File: src/hdl/prf_pkg.sv
// shared types, constants and helpers for the partial register file
package prf_pkg;

   // store geometry
   localparam int NUM_SLOTS = 36;
   localparam int NUM_GPRS  = 16;
   localparam int SLOT_W    = $clog2(NUM_SLOTS);
   localparam int DATA_W    = 64;

   // slot field compares are done one bit wider so the limits may reach 64
   localparam logic [6:0] SLOT_LIMIT = 7'(NUM_SLOTS);
   localparam logic [6:0] GPR_LIMIT  = 7'(NUM_GPRS);
   localparam logic [5:0] IP_SLOT    = 6'd16;
   localparam logic [5:0] HIGH_LIMIT = 6'd4;

   // access kind
   localparam logic MODE_READ  = 1'b0;
   localparam logic MODE_WRITE = 1'b1;

   // access width codes
   localparam logic [1:0] SIZE_BYTE  = 2'd0;
   localparam logic [1:0] SIZE_WORD  = 2'd1;
   localparam logic [1:0] SIZE_DWORD = 2'd2;
   localparam logic [1:0] SIZE_QWORD = 2'd3;

   // request payload as held in the input register
   typedef struct packed {
      logic              mode;
      logic [5:0]        reg_slot;
      logic [1:0]        size_code;
      logic              high_byte;
      logic [DATA_W-1:0] write_value;
      logic [DATA_W-1:0] decoded_ip;
      logic [3:0]        decoded_length;
   } req_item_type;

   // write port of the slot store
   typedef struct packed {
      logic              en;
      logic [SLOT_W-1:0] addr;
      logic [DATA_W-1:0] data;
   } ram_wr_type;

   // byte lanes selected by an access width
   function automatic logic [DATA_W-1:0] width_mask(input logic [1:0] size_code);
      logic [DATA_W-1:0] m;
      case (size_code)
         SIZE_BYTE:  m = 64'h0000_0000_0000_00FF;
         SIZE_WORD:  m = 64'h0000_0000_0000_FFFF;
         SIZE_DWORD: m = 64'h0000_0000_FFFF_FFFF;
         SIZE_QWORD: m = 64'hFFFF_FFFF_FFFF_FFFF;
         default:    m = 64'hFFFF_FFFF_FFFF_FFFF;
      endcase
      return m;
   endfunction

endpackage

File: src/hdl/x86_partial_register_file.sv
// top level of the x86-64 partial register file
//
// Request channel req_*: one access per transfer, read or write of a 64-bit
// slot at 1, 2, 4 or 8 bytes, optionally the high byte of slots 0 to 3.
// Response channel rsp_*: exactly one transfer per request, in order, with
// the extracted value on a read or the new full slot value on a write.
// A read of the instruction pointer slot returns decoded_ip + decoded_length.
// A request passes the input register and then the response register.
// Throughput: one access per cycle while responses are taken; the slot
// store reads at acceptance and writes back as the item leaves the input
// register, so back-to-back accesses to one slot see each other's writes.
// Reset clears all control state and the per-slot valid bits, so every slot
// reads as zero at once; no clearing pass is needed.
// When the receiver stalls, the response holds in its register, the input
// register still takes one more request, and req_tready then drops until
// the response is taken.
module x86_partial_register_file import prf_pkg::*; (
   input  logic          clock,
   input  logic          reset,
   input  logic          req_tvalid,
   output logic          req_tready,
   // reg_slot[5:0], size_code[7:6], high_byte[8], write_value[72:9],
   // decoded_ip[136:73], decoded_length[140:137], zero pad [143:141]
   input  logic [143:0]  req_tdata,
   // mode[0]
   input  logic          req_tuser,
   output logic          rsp_tvalid,
   input  logic          rsp_tready,
   // read_data[63:0]
   output logic [63:0]   rsp_tdata
);

   req_item_type      req_item;
   req_item_type      item_ff;
   logic              s1_vld_ff;
   logic              s1_vld_in;
   logic              rsp_vld_ff;
   logic              rsp_vld_in;
   logic [DATA_W-1:0] rsp_data_ff;
   logic [DATA_W-1:0] slot_q;
   logic [DATA_W-1:0] result;
   ram_wr_type        wr;
   ram_wr_type        wr_gated;
   logic              req_xfer;
   logic              out_free;
   logic              s1_adv;

   // unpack the request
   always_comb begin
      req_item.mode           = req_tuser;
      req_item.reg_slot       = req_tdata[5:0];
      req_item.size_code      = req_tdata[7:6];
      req_item.high_byte      = req_tdata[8];
      req_item.write_value    = req_tdata[72:9];
      req_item.decoded_ip     = req_tdata[136:73];
      req_item.decoded_length = req_tdata[140:137];
   end

   // flow control
   assign out_free   = !rsp_vld_ff || rsp_tready;
   assign s1_adv     = s1_vld_ff && out_free;
   assign req_tready = !s1_vld_ff || s1_adv;
   assign req_xfer   = req_tvalid && req_tready;
   assign s1_vld_in  = req_xfer || (s1_vld_ff && !s1_adv);
   assign rsp_vld_in = s1_adv || (rsp_vld_ff && !rsp_tready);

   // write back only as the item moves to the response register
   always_comb begin
      wr_gated    = wr;
      wr_gated.en = wr.en && s1_adv;
   end

   prf_slot_ram u_ram (
      .clock   (clock),
      .reset   (reset),
      .wr      (wr_gated),
      .rd_en   (req_xfer),
      .rd_addr (req_item.reg_slot[SLOT_W-1:0]),
      .rd_data (slot_q)
   );

   prf_merge u_merge (
      .item   (item_ff),
      .slot_q (slot_q),
      .result (result),
      .wr     (wr)
   );

   // valid flags
   always_ff @(posedge clock) begin
      if (reset) begin
         s1_vld_ff  <= 1'b0;
         rsp_vld_ff <= 1'b0;
      end else begin
         s1_vld_ff  <= s1_vld_in;
         rsp_vld_ff <= rsp_vld_in;
      end
   end

   // input register
   always_ff @(posedge clock) begin
      if (req_xfer) begin
         item_ff <= req_item;
      end
   end

   // response register
   always_ff @(posedge clock) begin
      if (s1_adv) begin
         rsp_data_ff <= result;
      end
   end

   assign rsp_tvalid = rsp_vld_ff;
   assign rsp_tdata  = rsp_data_ff;

`ifndef ASSERT_OFF
   // a response appears only from an occupied input register
   a_rsp_from_s1: assert property (@(posedge clock) disable iff (reset)
      $rose(rsp_vld_ff) |-> $past(s1_vld_ff))
      else $error("response raised with empty input register");

   // the store is written only as an item leaves the input register
   a_wr_on_adv: assert property (@(posedge clock) disable iff (reset)
      wr_gated.en |-> (s1_vld_ff && out_free))
      else $error("store written without an advancing item");

   // no write reaches a slot beyond the store
   a_wr_range: assert property (@(posedge clock) disable iff (reset)
      wr_gated.en |-> ({1'b0, wr_gated.addr} < SLOT_LIMIT[SLOT_W:0]))
      else $error("write to a slot outside the store");

   // back-pressure only when both registers are full and the output is stalled
   a_ready_low: assert property (@(posedge clock) disable iff (reset)
      !req_tready |-> (s1_vld_ff && rsp_vld_ff && !rsp_tready))
      else $error("request refused with room available");
`endif

endmodule

File: src/hdl/prf_slot_ram.sv
// slot store: one write and one registered read per cycle, write-first, per-entry valid bits
module prf_slot_ram import prf_pkg::*; (
   input  logic              clock,
   input  logic              reset,
   input  ram_wr_type        wr,
   input  logic              rd_en,
   input  logic [SLOT_W-1:0] rd_addr,
   output logic [DATA_W-1:0] rd_data
);

   logic [DATA_W-1:0] mem [NUM_SLOTS];
   logic [NUM_SLOTS-1:0] valid_ff;
   logic [DATA_W-1:0] rd_data_ff;
   logic rd_ok;
   logic wr_ok;

   assign rd_ok = ({1'b0, rd_addr} < SLOT_LIMIT[SLOT_W:0]);
   assign wr_ok = wr.en && ({1'b0, wr.addr} < SLOT_LIMIT[SLOT_W:0]);

   // entry array, no reset; validity tracked separately
   always_ff @(posedge clock) begin
      if (wr_ok) begin
         mem[wr.addr] <= wr.data;
      end
   end

   // valid bits: an entry never written reads as zero
   always_ff @(posedge clock) begin
      if (reset) begin
         valid_ff <= '0;
      end else if (wr_ok) begin
         valid_ff[wr.addr] <= 1'b1;
      end
   end

   // registered read, a same-cycle write to the same entry passes straight through
   always_ff @(posedge clock) begin
      if (rd_en) begin
         if (wr_ok && (wr.addr == rd_addr)) begin
            rd_data_ff <= wr.data;
         end else if (rd_ok && valid_ff[rd_addr]) begin
            rd_data_ff <= mem[rd_addr];
         end else begin
            rd_data_ff <= '0;
         end
      end
   end

   assign rd_data = rd_data_ff;

endmodule

File: src/hdl/prf_merge.sv
// access logic: extracts on read (IP slot: decoded_ip + decoded_length), merges or zero-extends on write
module prf_merge import prf_pkg::*; (
   input  req_item_type      item,
   input  logic [DATA_W-1:0] slot_q,
   output logic [DATA_W-1:0] result,
   output ram_wr_type        wr
);

   logic              high;
   logic              in_range;
   logic              is_gpr;
   logic [DATA_W-1:0] wmask;
   logic [DATA_W-1:0] amask;
   logic [DATA_W-1:0] ins;
   logic [DATA_W-1:0] merged;
   logic [DATA_W-1:0] extract;
   logic [DATA_W-1:0] ip_sum;

   // decode of the slot and width
   always_comb begin
      high     = item.high_byte && (item.size_code == SIZE_BYTE) &&
                 (item.reg_slot < HIGH_LIMIT);
      in_range = ({1'b0, item.reg_slot} < SLOT_LIMIT);
      is_gpr   = ({1'b0, item.reg_slot} < GPR_LIMIT);
      wmask    = width_mask(item.size_code);
      amask    = high ? {wmask[DATA_W-9:0], 8'h00} : wmask;
   end

   // read extraction and write merge
   always_comb begin
      ins     = high ? {item.write_value[DATA_W-9:0], 8'h00} : item.write_value;
      ins     = ins & amask;
      merged  = (slot_q & ~amask) | ins;
      extract = slot_q & amask;
      extract = high ? {8'h00, extract[DATA_W-1:8]} : extract;
      ip_sum  = item.decoded_ip + DATA_W'(item.decoded_length);
   end

   // result and write-back
   always_comb begin
      result  = '0;
      wr.en   = 1'b0;
      wr.addr = item.reg_slot[SLOT_W-1:0];
      wr.data = merged;
      if (item.mode == MODE_WRITE) begin
         if ((item.size_code == SIZE_DWORD) && is_gpr) begin
            wr.data = {32'h0000_0000, item.write_value[31:0]};
         end
         wr.en = in_range;
         if (in_range) begin
            result = wr.data;
         end
      end else if (in_range) begin
         result = (item.reg_slot == IP_SLOT) ? ip_sum : extract;
      end
   end

endmodule

File: config.mk
export PLATFORM = sky130hd
export DESIGN_NAME = x86_partial_register_file
export DESIGN_NICKNAME = d
export VERILOG_FILES = /design/src/hdl/prf_pkg.sv /design/src/hdl/x86_partial_register_file.sv /design/src/hdl/prf_slot_ram.sv /design/src/hdl/prf_merge.sv
export SDC_FILE = /design/constraint.sdc
export NUM_CORES = 2
export LEC_CHECK = 0
export CAP_MARGIN = 10
export CORE_MARGIN = 10
export CORE_UTILIZATION = 30
export CTS_CLUSTER_SIZE = 24
export DETAILED_ROUTE_END_ITERATION = 12
export DONT_BUFFER_PORTS = 1
export MAX_ROUTING_LAYER = met4
export PLACE_DENSITY_LB_ADDON = 0.15
export RECOVER_POWER = 100
export SLEW_MARGIN = 30
export SYNTH_ARGS = -nofsm -noshare
export SYNTH_HDL_FRONTEND = slang
export SYNTH_SLANG_ARGS = --single-unit
File: constraint.sdc
create_clock -name clock -period 8.82 [get_ports clock]
set_clock_uncertainty 0.05 [all_clocks]
set_input_delay 0.882 -clock clock [delete_from_list [all_inputs] [get_ports clock]]
set_output_delay 0.882 -clock clock [all_outputs]
set_load 0.03 [all_outputs]
# ---- Yosys cells after proc, flatten, opt, wreduce, memory -nomap -nowiden
# Memory sizes are Yosys's and may differ from the RTL's.
# Index checks and enable logic that the tools add are counted.
dict set report word_totals {
  register_bits 308
  ramBits 2304
  input_bits 149
  out_inout_bits 66
  n_memories 1
}
dict set report classes {
  add_sub_neg 1
  n_lt_le_gt_ge 7
  eq_ne 5
  mux 19
  n_bitwise 6
  reduce_logical 21
}
# memory words width rd rd_clocked_by_memory_dff write_ports line
set mem_list {}
lappend mem_list {u_ram.mem 36 64 1 0 1 prf_slot_ram.sv:11} ;# logic [DATA_W-1:0] mem [NUM_SLOTS];
# operator count
set ops {}
lappend ops {{$mux W64} 11}
lappend ops {{$pmux W64 S4} 1}
lappend ops {{$and A64 B64 Y64} 3}
lappend ops {{$add A64 B4 Y64} 1}
lappend ops {{$not A64 Y64} 1}
lappend ops {{$or A64 B64 Y64} 1}
lappend ops {{$or A36 B36 Y36} 1}
lappend ops {{$lt A6 B7 Y1 const B} 2}
lappend ops {{$logic_and A1 B1 Y1} 12}
lappend ops {{$lt A6 B6 Y1 const B} 2}
lappend ops {{$bmux W1 S6} 1}
lappend ops {{$demux W1 S6} 1}
lappend ops {{$eq A6 B5 Y1 const B} 1}
lappend ops {{$eq A6 B6 Y1} 1}
lappend ops {{$ge A6 B1 Y1 const B} 1}
lappend ops {{$lt A6 B3 Y1 const B} 1}
lappend ops {{$lt A6 B5 Y1 const B} 1}
lappend ops {{$mux W1} 5}
lappend ops {{$eq A2 B2 Y1 const B} 2}
lappend ops {{$logic_not A1 Y1} 4}
lappend ops {{$logic_or A1 B1 Y1} 4}
lappend ops {{$eq A2 B1 Y1 const B} 1}
lappend ops {{$logic_not A2 Y1} 1}

# ---- Logic depth before layout (Yosys ltp)
dict set report depth {
  ltp_word 10
  depth_mapped 12
}

# ---- Modules after synthesis
# From an unflattened synthesis, not the netlist that was laid out.
dict set report unflattened {
  hier_cells 5489
  hier_area_um2 102936.2
}
# module n_inst cells_per_inst area_each_um2
set by_module_without_submodules {}
lappend by_module_without_submodules {prf_slot_ram 1 4611 92666.4}
lappend by_module_without_submodules {x86_partial_register_file 1 217 6296.0}
lappend by_module_without_submodules {prf_merge 1 661 3973.8}

# ---- Worst setup path before layout
# OpenSTA, ideal clock, no wires.
dict set report synth_timing {
  path_type {input -> register}
  start {in rsp_tready}
  end {mem u_ram.mem[19][0] (enable)}
  setup_ns 0.487
  arrival_ns 7.132
  setup_slack_ns 1.152
  stages 6
  path_cell_list {nor2b_1 > nor2_1 > nand2_1 > nor2_1 > nand2_1 > nor2_1}
}
dict set report synth_via {
  elab_chain_cells 6
}
# item line
set synth_lines {}
lappend synth_lines {{start, declared} x86_partial_register_file.sv:28} ;# input logic rsp_tready,
lappend synth_lines {{$logic_or A1 B1 Y1} x86_partial_register_file.sv:60} ;# assign out_free = !rsp_vld_ff || rsp_tready;
lappend synth_lines {{$logic_and A1 B1 Y1} x86_partial_register_file.sv:61} ;# assign s1_adv = s1_vld_ff && out_free;
lappend synth_lines {{net s1_adv} x86_partial_register_file.sv:46} ;# logic s1_adv;
lappend synth_lines {{$logic_and A1 B1 Y1} x86_partial_register_file.sv:70} ;# wr_gated.en = wr.en && s1_adv;
lappend synth_lines {{$logic_and A1 B1 Y1} prf_slot_ram.sv:18} ;# assign wr_ok = wr.en && ({1'b0, wr.addr} < SLOT_LIMIT[SLOT_W:0]);
lappend synth_lines {{$mux W1} prf_slot_ram.sv:22} ;# if (wr_ok) begin
lappend synth_lines {{$mux W1 (not written as such)} prf_slot_ram.sv:23} ;# mem[wr.addr] <= wr.data;
lappend synth_lines {{end, declared} prf_slot_ram.sv:11}
# The timed path passes the listed nets, and every way through them passes these cells.

# ---- Final worst setup path
dict set report layout_timing {
  start {reg item_ff[141] (netlist bit)}
  end {mem u_ram.mem[8][47] (enable)}
}
dict set report layout_via {
  elab_chain_cells 5
}
# item line
set layout_lines {}
lappend layout_lines {{start, declared} x86_partial_register_file.sv:34} ;# req_item_type item_ff;
lappend layout_lines {{start signal, assigned} x86_partial_register_file.sv:103} ;# item_ff <= req_item;
lappend layout_lines {{$mux W1} prf_merge.sv:45} ;# if (item.mode == MODE_WRITE) begin
lappend layout_lines {{$logic_and A1 B1 Y1} x86_partial_register_file.sv:70}
lappend layout_lines {{$logic_and A1 B1 Y1} prf_slot_ram.sv:18}
lappend layout_lines {{$mux W1} prf_slot_ram.sv:22}
lappend layout_lines {{$mux W1 (not written as such)} prf_slot_ram.sv:23}
# Every way passes these cells.

==> qor.csv <==
stage,metric,value,unit
outcome,status,"complete, but fails checks",
outcome,violations,"max-capacitance violations, max-slew violations",
global_route,grt_max_degree,466,
floorplan,core_area,340000,um^2
clock_network,path_clk_slew,0.06,ns
cells_and_area,seqCellArea,78100,um^2
pwr,p_switching,0.00596,W
pwr,p_per_area,228,nW/um^2
placed_design,port_buffers,0,
drt,vias_per_cell,5.29,
cells_and_area,final_area,117000,um^2
clock_network,cts.sinks,2612,
synthesis,synthMuxAreaShare,13.6,%
cells_and_area,stdcell_count,10258,
global_route,grt_use_total,18.5,%
synthesis,synthXorXnorAreaFrac,0.411,%
pwr,p_sw_share,22.3,%
pwr,intPower,0.0208,W
synthesis,synth_cell_types,76,
cells_and_area,drive_above_1_share,16.8,%
global_route,grt_pass1_wl,466,mm
pwr,p_comb_share,5.3,%
placed_design,pre_cts_ws,3.63,ns
synthesis,synthCells,5289,
synthesis,synth_fp_nets,5443,
setup_path,critPathMaxFanout,56,
sta,tightest_slew,4.07,ns
cells_and_area,multi_input_area,23000,um^2
synthesis,yosys_warnings,0,
floorplan,start_util,30.1,%
drt,drc,0,
clock_network,cts_tree,yes,
pwr,p_clk_share,42.6,%
synthesis,synth_top_cell_area_share,75.5,%
cells_and_area,fin_nets,5643,
floorplan,chipHeight,604,um
clock_network,cts_setup_buffers,0,
hold_path,hold_class,in2reg,
drt,vias,54313,
synthesis,synth_edf_count,2574,
pwr,p_seq_share,52.1,%
sta,tns,0,ns
placed_design,place_inst,9690,
sta,finalMaxSlewViolations,3225,
sta,fmax,149,MHz
drt,routedWlPerCell,33.2,um
synthesis,synth-async-reset-ratio,0,%
floorplan,dieArea,365000,um^2
synthesis,yosys_register_bits,2612,
clock_network,cts_root_buffer,clkbuf_16,
cells_and_area,n_fill_cell,31977,
sta,finalHoldViolCount,0,
synthesis,synth_compound_area_share,5.19,%
synthesis,synth-main-ff-cell,edfxtp_1,
drt,drt_iter0_drc,6755,
pwr,p_leak,37.1,nW
synthesis,synth.top_cells.by_area,"edfxtp_1 75%, mux4_2 8.8%, mux2i_1 4.5%",
floorplan,num_rows,214,
setup_path,end_kind,flop,
drt,first_pass_iters,6,
setup_path,critPathKind,reg2reg,
synthesis,synth_top_family_by_area,multiplexers,
clock_network,clock_latency,0.88,ns
drt,routedLengthMet1,152,mm
drt,wl_met3,22.4,mm
global_route,antenna_found_initial,48,
sta,rsz0062_at_grt,no,
drt,dr.max_layer_used,met4,
sta,finalCritPeriodShare,76.0,%
synthesis,synth-seq-area-share,76.2,%
clock_network,cts_buffer_depth,4,
drt,drt-total-wl,340,mm
clock_network,cts.htree.levels,5,
floorplan,die-width,604,um
setup_path,arrival,7.02,ns
global_route,grt.overflow.total,0,
global_route,grt_pass1_vias,54359,
drt,drt.antenna.violating_nets,0,
cells_and_area,syn2layout_area_growth,14.7,%
setup_path,startpoint_type,flop,
placed_design,dp_hpwl,191,mm
sta,setup_viol,0,
placed_design,dpl_cell_area,109000,um^2
sta,max-slew-margin-rel,-171,%
sta,final.min_clock_period,6.71,ns
placed_design,gp_congestion,0.867,
sta,fin_ws,2.11,ns
drt,met2WireLength,159,mm
cells_and_area,post-route-util,34.6,%
synthesis,synth_fa_ha_area_share,0.0684,%
floorplan,ioPinCount,215,
run,maxCapViolations,99,
setup_path,cp.required,9.13,ns
synthesis,syn_area,102000,um^2
synthesis,syn_avg_cell_area,19.4,um^2
clock_network,ctsResizeCount,0,
pwr,vdd_drop_max,0.130,mV
synthesis,yosysTopAreaCell,edfxtp_1,
clock_network,cts_made_buffers,287,
synthesis,synth-simple-area-share,2.94,%
through the flow:
stage / hold slack, ns / power (W)
after global placement: 0.396 / 0.0154
final: 0.0522 / 0.0268
after floorplan: 0.381 / 0.0150
after CTS: 0.000488 / 0.0270
after detailed placement: 0.405 / 0.0155
after global routing: 0.0155 / 0.0276
synth_stat cells, types with 28 or more instances:
cell type / instances
nor2_1: 227
o21ai_0: 73
nor3_1: 51
o22ai_1: 160
mux4_2: 398
edfxtp_1: 2574
buf_2: 99
xnor2_1: 31
buf_4: 45
nand2_1: 131
dfxtp_1: 38
nand4_1: 30
clkbuf_1: 142
a22oi_1: 143
a221oi_1: 51
inv_1: 31
o211ai_1: 62
a21oi_1: 86
nand3_1: 79
mux2_2: 28
mux2i_1: 461
routing by layer:
metal  vias up  GRT usage, %
li1      22358             -
met1     29638          25.5
met2      1920          29.2
met3       397          3.22
met4         0          3.56
met5         -             -
registers in the layout (all words and copies together) (netlist names):
signal and cells:
rsp_tdata 64, u_ram.rd_data 64, s1_vld_ff 1, item_ff 142
u_ram.mem 2304, u_ram.valid_ff 36, rsp_tvalid 1
power groups by stage:
stage / sequential, W / clock (W) / combinational, W
global placement: 0.0142 / 0 / 0.00123
CTS: 0.0139 / 0.0117 / 0.00136
detailed placement: 0.0142 / 0 / 0.00134
global route: 0.0140 / 0.0122 / 0.00150
floorplan: 0.0142 / 0 / 0.000839
finish: 0.0140 / 0.0114 / 0.00141
cells in the final DEF (no fill, tap or decap), types with 14 or more instances in the layout:
cell type      synthesis  routed
a211oi_1              27      26
a21oi_1               86      85
a221oi_1              51      51
a22o_1                16      16
a22oi_1              143     143
and3_1                21      21
buf_4                 45      75
bufinv_16              0      15
clkbuf_1             142     151
clkbuf_16              0     295
clkinv_1               1      61
clkinv_2               0      43
dfxtp_1               38      38
diode_2                0      32
dlygate4sd3_1          0      35
edfxtp_1            2574    2574
inv_1                 31      30
mux2_2                28      18
mux2i_1              461     457
mux4_2               398     398
nand2_1              131     130
nand3_1               79      79
nand4_1               30      30
nor2_1               227     201
nor2_4                 0      17
nor3_1                51      49
o211ai_1              62      62
o21ai_0               73      70
o221ai_1              14      14
o22a_1                15      15
o22ai_1              160     160
o31ai_1               16      15
xnor2_1               31      31
xor2_1                17      17
final timing paths:
path	from	endpoint	slack (ns)	cells after the start
max	item_ff[141]	u_ram.mem[8][47]	2.11	5
min reg2reg	u_ram.valid_ff[13]	u_ram.valid_ff[13]	0.42	2
max reg2reg	item_ff[141]	u_ram.mem[8][47]	2.11	5
min	req_tdata[124]	item_ff[55]	0.05	0
logic make-up after synthesis:
| logic type | Yosys count |
|---|---|
| AO/OA/AOI/OAI | 756 |
| XOR/XNOR | 48 |
| adder cells (fa/ha/maj) | 5 |
| buffers and inverters | 348 |
| flip-flops | 2612 |
| multiplexers | 887 |
| AND/OR/NAND/NOR | 633 |
critical path, cell delays in order, from the launching register on:
cell	delay [ns]
edfxtp_1	0.82
inv_1	0.50
nor3_1	0.54
nand3_1	0.43
nor2_1	1.26
clkbuf_2	2.42
cell type report:
cell class	count	area share [%]
flip-flops and latches	2612	66.5
multi-input cells	2329	19.6
clock buffers	357	6.49
well taps	4536	4.83
diodes	32	0.0682
repair buffers	227	1.50
clock inverters	133	0.878
inverters	32	0.103
timing repair:
action / CTS / global route
endpoints found under the setup margin: 0 / 0
hold buffers: 35 / 0
hold endpoints to repair: 45 / 0
No activity file was read; power rests on OpenSTA's default activity.
